**config.mk**
```make
export PLATFORM = sky130hd
export DESIGN_NAME = srb_ctrl
export DESIGN_NICKNAME = d
export VERILOG_FILES = /design/src/design/srb_pkg.sv /design/src/design/srb_ctrl.sv
export SDC_FILE = /design/constraint.sdc
export NUM_CORES = 1
export LEC_CHECK = 0
export ABC_AREA = 1
export BUFFER_PORTS_ARGS = -buffer_cell sky130_fd_sc_hd__buf_2
export CAP_MARGIN = 30
export CORE_AREA = 2 2 61 63
export CTS_CLUSTER_SIZE = 30
export DETAILED_ROUTE_END_ITERATION = 6
export DIE_AREA = 0 0 63 65
export PLACE_DENSITY = 0.78
export SYNTH_ARGS = -nofsm -noshare
export SYNTH_HDL_FRONTEND = slang
export SYNTH_SLANG_ARGS = --single-unit
```
**constraint.sdc**
```tcl
create_clock -name clk_i -period 2 [get_ports clk_i]
set_input_delay 0.3 -clock clk_i [delete_from_list [all_inputs] [get_ports clk_i]]
set_output_delay 0.3 -clock clk_i [all_outputs]
set_load 0.02 [all_outputs]
```
**src/design/srb_pkg.sv**
```systemverilog
package srb_pkg;

  localparam int unsigned RING_DEPTH = 32;

  localparam logic [31:0] MAX_DIFF_RST = 32'd100;
  localparam logic [15:0] LOST_TO_RST  = 16'd200;
  localparam logic [15:0] GAP_MAX      = 16'hFFFF;
  localparam logic [31:0] SEQ_MAX      = 32'hFFFF_FFFF;

  localparam int unsigned CFG_IDX_W = 2;
  localparam logic [CFG_IDX_W-1:0] CFG_MAX_DIFF = 2'd0;
  localparam logic [CFG_IDX_W-1:0] CFG_LOST_TO  = 2'd1;
  localparam logic [CFG_IDX_W-1:0] CFG_LOCK     = 2'd2;

  typedef enum logic [1:0] {
    ACT_PACKET = 2'd0,
    ACT_DRAIN  = 2'd1,
    ACT_TICK   = 2'd2,
    ACT_FORCE  = 2'd3
  } action_e;

  typedef enum logic [1:0] {
    ST_OK     = 2'd0,
    ST_RESYNC = 2'd1,
    ST_REJECT = 2'd2,
    ST_WAIT   = 2'd3
  } status_e;

  // controller to datapath
  typedef struct packed {
    logic    clr_wr;
    logic    load_item;
    logic    arr_dist;
    logic    arr_wr0;
    logic    arr_wr1;
    logic    tick;
    logic    force_upd;
    logic    rd_slot;
    logic    latch_tag;
    logic    deliver;
    logic    sk_start;
    logic    sk_step;
    logic    sk_lim;
    logic    sk_mul1;
    logic    sk_mul2;
    logic    sk_mul3;
    logic    sk_apply;
    logic    gap_start;
    logic    nn_rd;
    logic    nn_adv;
    logic    nn_take;
    logic    nn_end;
    logic    emit_pkt;
    logic    emit_close;
    status_e close_status;
  } cmd_t;

  // datapath to controller
  typedef struct packed {
    logic    clear_last;
    action_e action;
    logic    packet_ok;
    logic    empty_start;
    logic    rp_lt_wp;
    logic    tag_match;
    logic    tag_gt;
    logic    expired;
    logic    skip_ok;
    logic    resync;
    logic    nn_more;
    logic    nn_hit;
    logic    emit_ok;
    logic    out_busy;
    logic    scan_last;
  } sts_t;

endpackage

```
**src/design/srb_ctrl.sv**
```systemverilog
module srb_ctrl (
  input  logic          clk_i,
  input  logic          rst_ni,
  input  logic          s_tvalid_i,
  output logic          s_tready_o,
  input  srb_pkg::sts_t sts_i,
  output srb_pkg::cmd_t cmd_o
);

  typedef enum logic [21:0] {
    S_CLEAR    = 22'b0000000000000000000001,
    S_IDLE     = 22'b0000000000000000000010,
    S_DISP     = 22'b0000000000000000000100,
    S_ARR_CMP  = 22'b0000000000000000001000,
    S_ARR_WR0  = 22'b0000000000000000010000,
    S_ARR_WR1  = 22'b0000000000000000100000,
    S_DR_CHECK = 22'b0000000000000001000000,
    S_DR_EVAL  = 22'b0000000000000010000000,
    S_DR_EMIT  = 22'b0000000000000100000000,
    S_SK_SCAN  = 22'b0000000000001000000000,
    S_SK_LAST  = 22'b0000000000010000000000,
    S_SK_LIM   = 22'b0000000000100000000000,
    S_SK_MUL1  = 22'b0000000001000000000000,
    S_SK_MUL2  = 22'b0000000010000000000000,
    S_SK_MUL3  = 22'b0000000100000000000000,
    S_SK_APPLY = 22'b0000001000000000000000,
    S_GAP      = 22'b0000010000000000000000,
    S_NN_CHECK = 22'b0000100000000000000000,
    S_NN_EVAL  = 22'b0001000000000000000000,
    S_DONE     = 22'b0010000000000000000000,
    S_SPARE0   = 22'b0100000000000000000000,
    S_SPARE1   = 22'b1000000000000000000000
  } state_e;

  state_e state_q, state_d;
  srb_pkg::status_e st_q, st_d;

  always_ff @(posedge clk_i or negedge rst_ni) begin
    if (!rst_ni) begin
      state_q <= S_CLEAR;
      st_q    <= srb_pkg::ST_OK;
    end else begin
      state_q <= state_d;
      st_q    <= st_d;
    end
  end

  assign s_tready_o = (state_q == S_IDLE);

  always_comb begin
    state_d = state_q;
    st_d    = st_q;
    cmd_o   = '0;
    cmd_o.close_status = st_q;
    unique case (state_q)
      S_CLEAR: begin
        cmd_o.clr_wr = 1'b1;
        if (sts_i.clear_last) state_d = S_IDLE;
      end
      S_IDLE: begin
        if (s_tvalid_i) begin
          cmd_o.load_item = 1'b1;
          state_d = S_DISP;
        end
      end
      S_DISP: begin
        st_d = srb_pkg::ST_OK;
        unique case (sts_i.action)
          srb_pkg::ACT_PACKET: begin
            if (!sts_i.packet_ok) begin
              st_d    = srb_pkg::ST_REJECT;
              state_d = S_DONE;
            end else begin
              state_d = S_ARR_CMP;
            end
          end
          srb_pkg::ACT_DRAIN: begin
            state_d = sts_i.empty_start ? S_DONE : S_DR_CHECK;
          end
          srb_pkg::ACT_TICK: begin
            cmd_o.tick = 1'b1;
            state_d = S_DONE;
          end
          srb_pkg::ACT_FORCE: begin
            cmd_o.force_upd = 1'b1;
            state_d = S_DONE;
          end
          default: state_d = S_DONE;
        endcase
      end
      S_ARR_CMP: begin
        cmd_o.arr_dist = 1'b1;
        state_d = S_ARR_WR0;
      end
      S_ARR_WR0: begin
        cmd_o.arr_wr0 = 1'b1;
        state_d = S_ARR_WR1;
      end
      S_ARR_WR1: begin
        cmd_o.arr_wr1 = 1'b1;
        st_d = sts_i.resync ? srb_pkg::ST_RESYNC : srb_pkg::ST_OK;
        state_d = S_DONE;
      end
      S_DR_CHECK: begin
        if (sts_i.rp_lt_wp) begin
          cmd_o.rd_slot = 1'b1;
          state_d = S_DR_EVAL;
        end else begin
          st_d    = srb_pkg::ST_OK;
          state_d = S_DONE;
        end
      end
      S_DR_EVAL: begin
        cmd_o.latch_tag = 1'b1;
        if (sts_i.tag_match) begin
          cmd_o.deliver = 1'b1;
          state_d = sts_i.emit_ok ? S_DR_EMIT : S_DR_CHECK;
        end else if (!sts_i.expired) begin
          st_d    = srb_pkg::ST_WAIT;
          state_d = S_DONE;
        end else if (sts_i.tag_gt) begin
          cmd_o.sk_start = 1'b1;
          state_d = S_SK_SCAN;
        end else begin
          state_d = S_GAP;
        end
      end
      S_DR_EMIT: begin
        if (!sts_i.out_busy) begin
          cmd_o.emit_pkt = 1'b1;
          state_d = S_DR_CHECK;
        end
      end
      S_SK_SCAN: begin
        cmd_o.sk_step = 1'b1;
        if (sts_i.scan_last) state_d = S_SK_LAST;
      end
      S_SK_LAST: state_d = S_SK_LIM;
      S_SK_LIM: begin
        cmd_o.sk_lim = 1'b1;
        state_d = S_SK_MUL1;
      end
      S_SK_MUL1: begin
        if (sts_i.skip_ok) begin
          cmd_o.sk_mul1 = 1'b1;
          state_d = S_SK_MUL2;
        end else begin
          state_d = S_GAP;
        end
      end
      S_SK_MUL2: begin
        cmd_o.sk_mul2 = 1'b1;
        state_d = S_SK_MUL3;
      end
      S_SK_MUL3: begin
        cmd_o.sk_mul3 = 1'b1;
        state_d = S_SK_APPLY;
      end
      S_SK_APPLY: begin
        cmd_o.sk_apply = 1'b1;
        state_d = S_DR_CHECK;
      end
      S_GAP: begin
        cmd_o.gap_start = 1'b1;
        state_d = S_NN_CHECK;
      end
      S_NN_CHECK: begin
        if (sts_i.nn_more) begin
          cmd_o.nn_rd = 1'b1;
          state_d = S_NN_EVAL;
        end else begin
          cmd_o.nn_end = 1'b1;
          state_d = S_DR_CHECK;
        end
      end
      S_NN_EVAL: begin
        if (sts_i.nn_hit) begin
          cmd_o.nn_take = 1'b1;
          state_d = S_DR_CHECK;
        end else begin
          cmd_o.nn_adv = 1'b1;
          state_d = S_NN_CHECK;
        end
      end
      S_DONE: begin
        if (!sts_i.out_busy) begin
          cmd_o.emit_close = 1'b1;
          state_d = S_IDLE;
        end
      end
      default: state_d = S_CLEAR;
    endcase
  end

endmodule

```
==> metrics, run 1 <==
status=finished with violations; failing checks=negative setup slack; global-route met2 utilization=42.6%; multiplexer share of the synthesized area=0%; synth unique cells=27; Required @ worst endpoint=1.70 ns; Inst Count DP=349; P&R area growth vs syn=45.6%; DR DRC count=0; RSZ-0062 raised after global routing=true; Syn Nets=273; routed len/inst=12.7 um; mapped cell area=0.00176 sq mm; nets=352; dominant cell type by area after synthesis=dfrtp_1; Slew Limit Headroom=65.5%; ANT cells=0; HP Start=sts_i[0]; GR Util met3=5.03%; Die Span Y=65 um; critical path fanouts, max=7; Tot GR Track Use=23.4%; 1st-iter DRT viols=81; setup ws final=-0.0635 ns; Finished Layout Cells=380; Leak=1.51 nW; Hold Slack=0.168 ns; area post-placement=0.00206 sq mm; die width=63 um; end of the worst hold path=state_q[9]$_DFFE_PN0P_; max cap viols=0; CORE AREA=0.00350 sq mm; Max Fclk=485 MHz; clk_lat worst skew=0.32 ns; largest family of logic cells by synthesized area=simple AND/OR/NAND/NOR gates; Switch Pwr=0.618 mW; post-layout util=73.2%; I/O Buffers=45; register area share after synthesis=31.4%; clock root buffer master=clkbuf_4; pwr/cell area=616 mW/mm^2; Flop pwr share=33.1%; most frequent cells in the layout=inv_1, nand2_1, nor2_1; Final Hold Viols=0; Final Skew=0.00331 ns; xor-xnor portion of the synthesized cell area=0%; switching share of power=39.2%; H-tree Lvls=1; period utilization=103%; global-route wire length before repair=7580 um; Tmin final=2.06 ns; Tightest Hold Check Type=input port to flop; CTS tree=built; top cell type's share of synthesized area=29.9%; Comb power frac=44.8%; via count=1874; final WL=4840 um; Final HPWL DP=3360 um; Congestion Overflow GR=0; Slew Viols, Final=0; fin area=0.00256 sq mm; clk buf depth=2; die area=0.00410 sq mm; #FFs+latches synth=22; most common cell after layout, fill and taps aside=inv_1; FP Rows=22; Clk network pwr share=22.1%; peak supply drop=0.000390 V; Final Setup Violations=8; Final Wtd Congestion=0.851; drt first pass iters=4; FF-to-FF path depth=11; Internal Power=0.958 mW; io pins=46; Adder-Cell Fraction of Synth Area=0%; yosys warns=0; clk slew on worst S/H paths=0.13 ns; fraction of layout cells with a size suffix above 1=41.9%; Initial Utilization=50.3%; post-route ant nets=0; drt via density=4.93; WS Path Type=flop to output port; Startpoint Class=flop; crit path DAT=1.76 ns; initial antenna violation count=0; clk sink count=22; largest net degree at the start of global routing=23; top post-synthesis cells by area=dfrtp_1, inv_1, nand2_1; reg-to-reg endpoint=state_q[6]$_DFFE_PN0P_; Post-Synth Simple-Gate Area=52.2%; Critical Path Sink Type=output port; WHS Path Cells=2; worst flop-to-flop path startpoint=state_q[4]$_DFFE_PN0P_; Syn Area/Cell=6.92 sq um; total CTS buffers=3; actual slew at the worst max-slew pin=0.517 ns; number of global-route vias before repair=1750; compound-cell area share of the yosys netlist=3.77%; GRT busiest layer=met2; Cells after Synth=254; flop-to-flop setup slack=0.21 ns; met1 usage=28.2%
## layout make-up
| cell class | count | area [sq um] |
|---|---|---|
| multi-input combinational | 173 | 1120 |
| fill | 287 | 938 |
| sequential | 22 | 552 |
| timing repair buffer | 74 | 548 |
| inverter | 59 | 221 |
| tap | 48 | 60.1 |
| clock inverter | 1 | 30.0 |
| clock buffer | 3 | 22.5 |
## critical path, stage by stage, from the launching register on
cell	delay [ns]
dfrtp_1	0.45
nor2_4	0.17
nand2_4	0.10
nor2_4	0.20
nand3b_4	0.16
nor4_4	0.17
buf_4	0.18
## per-stage QoR
| step | total power [mW] | TNS, ns | worst slack (ns) |
|---|---|---|---|
| 6_report | 1.58 | -0.303 | -0.0635 |
| 5_1_grt | 1.69 | -2.02 | -0.173 |
| 4_1_cts | 1.49 | -0.00635 | -0.00635 |
| 3_5_place_dp | 1.08 | 0 | 0.214 |
| 3_3_place_gp | 1.08 | 0 | 0.292 |
| 2_1_floorplan | 0.946 | 0 | 0.299 |
## how the worst max path moves through the flow
stage               slack [ns]         to                     from  cells after the start
finish                   -0.06  cmd_o[15]   state_q[9]$_DFFE_PN0P_                      6
global route             -0.17  cmd_o[10]   state_q[9]$_DFFE_PN0P_                      7
CTS                     -0.006  cmd_o[12]  state_q[16]$_DFFE_PN0P_                      7
detailed placement        0.21  cmd_o[20]  state_q[13]$_DFFE_PN0P_                      8
global placement          0.29  cmd_o[20]   state_q[8]$_DFFE_PN0P_                      8
floorplan                 0.30  cmd_o[19]   state_q[8]$_DFFE_PN0P_                      7
## kinds of logic (layout without fill, tap and decap cells)
kind of cell / count (synthesis) / after routing
AO/OA/AOI/OAI: 9 / 9
buffers and inverters: 59 / 137
flip-flops: 22 / 22
AND/OR/NAND/NOR: 164 / 164
## power by group through the flow
stage          sequential (mW)  combinational, mW  clock (mW)
2_1_floorplan            0.532              0.414           0
3_3_place_gp             0.520              0.561           0
3_5_place_dp             0.522              0.562           0
4_1_cts                  0.522              0.615       0.353
5_1_grt                  0.528              0.777       0.381
6_report                 0.521              0.706       0.348
## state kept, by name, indices dropped and copies added, names as in the netlist
name and count:
state_q 20, st_q 2
## per-layer routing
layer	share of wire, %	routed length, um
met1	40	1940
met2	53	2560
met3	5.4	262
met4	1.6	78
met5	0	0
## Yosys cell counts, drive strengths merged
| master | n |
|---|---|
| o21ai | 4 |
| nand3 | 28 |
| nor4 | 1 |
| o211ai | 1 |
| and3 | 1 |
| nand4 | 4 |
| a31oi | 1 |
| o21bai | 2 |
| dfstp | 1 |
| nand2 | 56 |
| or3 | 1 |
| nand3b | 4 |
| nor2 | 61 |
| nor3 | 8 |
| dfrtp | 21 |
| o22ai | 1 |
| inv | 59 |
## what timing repair did
| item | in CTS | in global routing |
|---|---|---|
| gates cloned | 0 | 0 |
| gates resized for setup | 14 | 56 |
| buffers inserted | 16 | 10 |
| hold endpoints to repair | 21 | 0 |
| hold buffers | 1 | 0 |
| endpoints found under the setup margin | 18 | 24 |
| pin swaps | 9 | 13 |
Note: power is estimated with default switching activity, not from simulation.
==> inputs of run 2 (changes only) <==
Settings changed: MAX_ROUTING_LAYER from default to met4.
==> run 2 against run 1 <==
Compared with the run above: the run still ends with negative setup slack left; setup slack better by 0.0076 ns; first-iteration DRC count up 9.9%; flip-flop and latch count unchanged; maximum frequency rose by 0.37%; hold slack worse by 0.00074 ns.
==> metrics, run 2 (same netlist as run 1, synthesis figures left out) <==
area post-placement=0.00206 sq mm (unchanged); crit path DAT=1.76 ns (about the same); fraction of layout cells with a size suffix above 1=41.9% (unchanged); clock root buffer master=clkbuf_4 (unchanged); Startpoint Class=flop (unchanged); drt first pass iters=4 (unchanged); total CTS buffers=3 (unchanged); Final Hold Viols=0 (unchanged); worst flop-to-flop path startpoint=state_q[4]$_DFFE_PN0P_ (unchanged); WS Path Type=flop to output port (unchanged); setup ws final=-0.0559 ns (was -0.0635 ns); Die Span Y=65 um (unchanged); period utilization=103% (about the same); failing checks=negative setup slack (unchanged); largest net degree at the start of global routing=23 (unchanged); Final Setup Violations=8 (unchanged); critical path fanouts, max=7 (unchanged); fin area=0.00256 sq mm (unchanged); CP max stage cell=dfrtp_1 (unchanged); 1st-iter DRT viols=89 (was 81); Initial Utilization=50.3% (unchanged); Hold Slack=0.167 ns (was 0.168 ns); max reg flops=20 (unchanged); Max Fclk=486 MHz (was 485 MHz); FP Rows=22 (unchanged); Tmin final=2.06 ns (about the same); drt via density=4.96 (was 4.93); post-route ant nets=0 (unchanged); cell mode on critical path=nor2_4 (unchanged); Required @ worst endpoint=1.70 ns (about the same); Slew Viols, Final=0 (unchanged); Final HPWL DP=3360 um (unchanged); HP Start=sts_i[0] (unchanged); Tot GR Track Use=24.1% (was 23.4%); Slew Limit Headroom=66.2% (was 65.5%); Final Wtd Congestion=0.865 (was 0.851); status=finished with violations (unchanged); number of global-route vias before repair=1747 (was 1750); worst path bufs/invs=1 (unchanged); # fillers=287 (unchanged); largest reg by FF count=state_q (unchanged); die area=0.00410 sq mm (unchanged); pre-CTS setup slack=0.214 ns (unchanged); clk buf depth=2 (unchanged); io pins=46 (unchanged); P&R area growth vs syn=45.6% (unchanged); CP peak stage delay=0.45 ns (about the same); ANT cells=0 (unchanged); final WL=4870 um (was 4840 um); global-route wire length before repair=7580 um (unchanged); DR DRC count=0 (unchanged); via count=1886 (was 1874); cell family with most CP delay=simple AND/OR/NAND/NOR gates (unchanged); initial antenna violation count=0 (unchanged); clk sink count=22 (unchanged); crit path cell chain=nor2_4 > nand2_4 > nor2_4 > nand3b_4 > nor4_4 > buf_4 (unchanged); max cap viols=0 (unchanged); H-tree Lvls=1 (unchanged); Total Power=1.58 mW (about the same); RSZ-0062 raised after global routing=true (unchanged); Leak=1.51 nW (unchanged); clk slew on worst S/H paths=0.13 ns (about the same); top flop regs=state_q x20, st_q x2 (unchanged); CORE AREA=0.00350 sq mm (unchanged); Worst setup startpoint=state_q[9]$_DFFE_PN0P_ (unchanged); Tightest Hold Check Type=input port to flop (unchanged); Final Skew=0.00227 ns (was 0.00331 ns); nets=352 (unchanged); pwr/cell area=617 mW/mm^2 (was 616 mW/mm^2); most common cell after layout, fill and taps aside=inv_1 (unchanged); peak supply drop=0.000390 V (about the same); Critical Path Sink Type=output port (unchanged); routed len/inst=12.8 um (was 12.7 um); I/O Buffers=45 (unchanged); CTS tree=built (unchanged); most frequent cells in the layout=inv_1, nand2_1, nor2_1 (unchanged); actual slew at the worst max-slew pin=0.506 ns (was 0.517 ns); Congestion Overflow GR=0 (unchanged); clk_lat worst skew=0.32 ns (about the same); die width=63 um (unchanged)
-- run 2: area by class of cell --
class / instances / area [sq um] / area share [%]
inverters: 59 / 221 / 8.66
flip-flops and latches: 22 / 552 / 21.6
repair buffers: 74 / 548 / 21.4
clock inverters: 1 / 30.0 / 1.17
well taps: 48 / 60.1 / 2.35
clock buffers: 3 / 22.5 / 0.881
multi-input cells: 173 / 1120 / 43.9
-- run 2: worst paths after layout --
path,endpoint,slack (ns),cells past startpoint
min reg2reg,st_q[0]$_DFFE_PN0P_,0.48,2
max reg2reg,state_q[6]$_DFFE_PN0P_,0.20,11
min,state_q[9]$_DFFE_PN0P_,0.17,2
max,cmd_o[15],-0.06,6
max in group asynchronous,state_q[0]$_DFFE_PN1P_,1.18,2
min in group asynchronous,state_q[12]$_DFFE_PN0P_,0.46,2
-- run 2: metrics by stage --
| step | cells | util (%) | TNS, ns |
|---|---|---|---|
| global placement | 349 | 58.8 | 0 |
| detailed placement | 349 | 58.8 | 0 |
| CTS | 370 | 65.6 | -0.00635 |
| global route | 380 | 73.2 | -2.02 |
| finish | 380 | 73.2 | -0.266 |
| floorplan | 254 | - | 0 |
-- run 2: repair_timing --
action | CTS | global route
setup buffers | 16 | 10
pin swaps | 9 | 13
hold endpoints to repair | 21 | 0
endpoints found under the setup margin | 18 | 24
resized for setup | 14 | 56
hold buffers | 1 | 0
-- run 2: power breakdown --
part | leakage, nW | internal [mW] | total (mW) | switching, mW
combinational | 1.18 | 0.266 | 0.707 | 0.441
clock | 0.0279 | 0.203 | 0.349 | 0.146
sequential | 0.302 | 0.489 | 0.522 | 0.0329
-- run 2: worst register-to-register path, cell delays in order (launching register included) --
cell and delay (ns):
dfrtp_1 0.44, nor2_4 0.19, nand2_4 0.11, nor2_8 0.16, buf_6 0.14, buf_4 0.10, nand3_1 0.14, nor2_1 0.17
nor2_1 0.06, nand2_1 0.10, nor2_1 0.05, nor2_1 0.08
-- run 2: metal layers --
metal / part of all wire (%) / global-route usage [%] / vias to the layer above
met2: 53 / 42.6 / 61
met1: 40 / 28.4 / 885
met5: 0 / - / -
met4: 1.3 / 5.28 / 0
met3: 5.6 / 4.86 / 8
li1: - / - / 932
==> inputs of run 3 (changes only) <==
Settings changed: SKIP_LAST_GASP from default to 1.
==> run 3 against run 2 <==
Compared with the run above: the flow still finishes with violations (negative setup slack); sequential share of layout area is 0.25 points higher; design area fell by 1.1%; clock skew is essentially flat; flip-flop and latch count stayed put; clock power about the same; wire length grew 0.96%; total power shrank 0.77%.
==> metrics, run 3 (same netlist as run 1, synthesis figures left out) <==
Final Hold Viols=0 (unchanged); Final Wtd Congestion=0.865 (unchanged); clock root buffer master=clkbuf_4 (unchanged); via count=1886 (unchanged); post-route ant nets=0 (unchanged); Initial Utilization=50.3% (unchanged); worst path bufs/invs=1 (unchanged); die area=0.00410 sq mm (unchanged); global-route wire length before repair=7580 um (unchanged); largest reg by FF count=state_q (unchanged); Comb power frac=44.4% (was 44.8%); switching share of power=39.4% (was 39.3%); io pins=46 (unchanged); initial antenna violation count=0 (unchanged); RSZ-0062 raised after global routing=true (unchanged); area post-placement=0.00206 sq mm (unchanged); peak supply drop=0.000386 V (was 0.000390 V); fin area=0.00253 sq mm (was 0.00256 sq mm); Switch Pwr=0.616 mW (was 0.620 mW); top flop regs=state_q x20, st_q x2 (unchanged); WS Path Type=flop to output port (unchanged); CORE AREA=0.00350 sq mm (unchanged); 1st-iter DRT viols=96 (was 89); drt first pass iters=4 (unchanged); die width=63 um (unchanged); crit path DAT=1.76 ns (about the same); total CTS buffers=3 (unchanged); max reg flops=20 (unchanged); Startpoint Class=flop (unchanged); routed len/inst=13.0 um (was 12.8 um); clk slew on worst S/H paths=0.13 ns (about the same); CP max stage cell=dfrtp_1 (unchanged); critical path fanouts, max=7 (unchanged); CTS tree=built (unchanged); Internal Power=0.949 mW (was 0.958 mW); reg-to-reg endpoint=state_q[6]$_DFFE_PN0P_ (unchanged); cell family with most CP delay=simple AND/OR/NAND/NOR gates (unchanged); max cap viols=0 (unchanged); FF-to-FF path depth=11 (unchanged); Tightest Hold Check Type=input port to flop (unchanged); DR DRC count=0 (unchanged); FP Rows=22 (unchanged); setup ws final=-0.0594 ns (was -0.0559 ns); largest net degree at the start of global routing=23 (unchanged); number of global-route vias before repair=1747 (unchanged); Required @ worst endpoint=1.70 ns (about the same); actual slew at the worst max-slew pin=0.501 ns (was 0.506 ns); Leak=1.50 nW (was 1.51 nW); nets=352 (unchanged); clk sink count=22 (unchanged); P&R area growth vs syn=43.9% (was 45.6%); clk buf depth=2 (unchanged); Flop pwr share=33.3% (was 33.1%); crit path cell chain=nor2_4 > nand2_4 > nor2_4 > nand3b_4 > nor4_4 > buf_4 (unchanged); # fillers=296 (was 287); period utilization=103% (about the same); H-tree Lvls=1 (unchanged); Congestion Overflow GR=0 (unchanged); Die Span Y=65 um (unchanged); Final Skew=0.00233 ns (was 0.00227 ns); Final Setup Violations=9 (was 8); Inst Count DP=349 (unchanged); Finished Layout Cells=380 (unchanged); number of cells on the critical path=6 (unchanged); pwr/cell area=619 mW/mm^2 (was 617 mW/mm^2); Final HPWL DP=3360 um (unchanged); Critical Path Sink Type=output port (unchanged); failing checks=negative setup slack (unchanged); Setup crit end=cmd_o[15] (unchanged); Tot GR Track Use=24.1% (unchanged); Clk network pwr share=22.3% (was 22.1%); Slew Limit Headroom=66.6% (was 66.2%); status=finished with violations (unchanged); cell mode on critical path=nor2_4 (unchanged); clk_lat worst skew=0.32 ns (about the same); CP peak stage delay=0.45 ns (about the same); Worst setup startpoint=state_q[9]$_DFFE_PN0P_ (unchanged); most frequent cells in the layout=inv_1, nand2_1, buf_4 (was inv_1, nand2_1, nor2_1); flop-to-flop setup slack=0.18 ns (was 0.20 ns); worst flop-to-flop path startpoint=state_q[4]$_DFFE_PN0P_ (unchanged); fraction of layout cells with a size suffix above 1=41.3% (was 41.9%); most common cell after layout, fill and taps aside=inv_1 (unchanged); HP Start=sts_i[0] (unchanged); post-layout util=72.3% (was 73.2%); Slew Viols, Final=0 (unchanged); I/O Buffers=45 (unchanged); Max Fclk=486 MHz (about the same); Tmin final=2.06 ns (about the same); drt via density=4.96 (unchanged); ANT cells=0 (unchanged); final WL=4920 um (was 4870 um)
run 3: cell counts in the layout (fill, tap and decap cells not counted):
No cell type changed its count.
run 3: cell type report:
class / instances / area, sq um / share of cell area, %
sequential: 22 / 552 / 21.8
tap: 48 / 60.1 / 2.38
multi-input combinational: 173 / 1120 / 44.1
clock inverter: 1 / 30.0 / 1.19
timing repair buffer: 74 / 527 / 20.8
inverter: 59 / 221 / 8.76
clock buffer: 3 / 22.5 / 0.891
run 3: per-layer routing:
metal	part of all wire, %	routed length [um]	GRT usage [%]	up-vias
li1	-	-	-	932
met1	41	2000	28.4	892
met2	53	2610	42.6	51
met3	4.8	235	4.86	11
met4	1.5	73	5.28	0
met5	0	0	-	-
run 3: worst min path at each step:
| stage | to | slack (ns) | cells after the start |
|---|---|---|---|
| 2_1_floorplan | st_q[0]$_DFFE_PN0P_ | 0.004 | 0 |
| 3_5_place_dp | state_q[12]$_DFFE_PN0P_ | 0.29 | 1 |
| 6_report | state_q[9]$_DFFE_PN0P_ | 0.17 | 2 |
| 4_1_cts | state_q[9]$_DFFE_PN0P_ | 0.16 | 2 |
| 5_1_grt | state_q[9]$_DFFE_PN0P_ | 0.17 | 2 |
| 3_3_place_gp | state_q[12]$_DFFE_PN0P_ | 0.29 | 1 |
run 3: stage by stage:
stage	hold slack [ns]	setup WS [ns]	setup TNS [ns]	power [mW]
2_1_floorplan	0.00441	0.299	0	0.946
3_3_place_gp	0.292	0.292	0	1.08
3_5_place_dp	0.294	0.214	0	1.08
4_1_cts	0.163	-0.00635	-0.00635	1.49
5_1_grt	0.167	-0.173	-2.14	1.67
6_report	0.168	-0.0594	-0.294	1.57
run 3: power groups by stage:
stage               combinational (mW)  clock, mW  sequential, mW
global placement                 0.561          0           0.520
CTS                              0.615      0.353           0.522
floorplan                        0.414          0           0.532
finish                           0.696      0.349           0.521
global route                     0.761      0.381           0.528
detailed placement               0.562          0           0.522
run 3: what timing repair did:
action	in CTS	in global routing
resized for setup	14	47
hold endpoints to repair	21	0
pin swaps	9	13
cloned	0	0
endpoints found under the setup margin	18	24
hold buffers	1	0
setup buffers	16	10
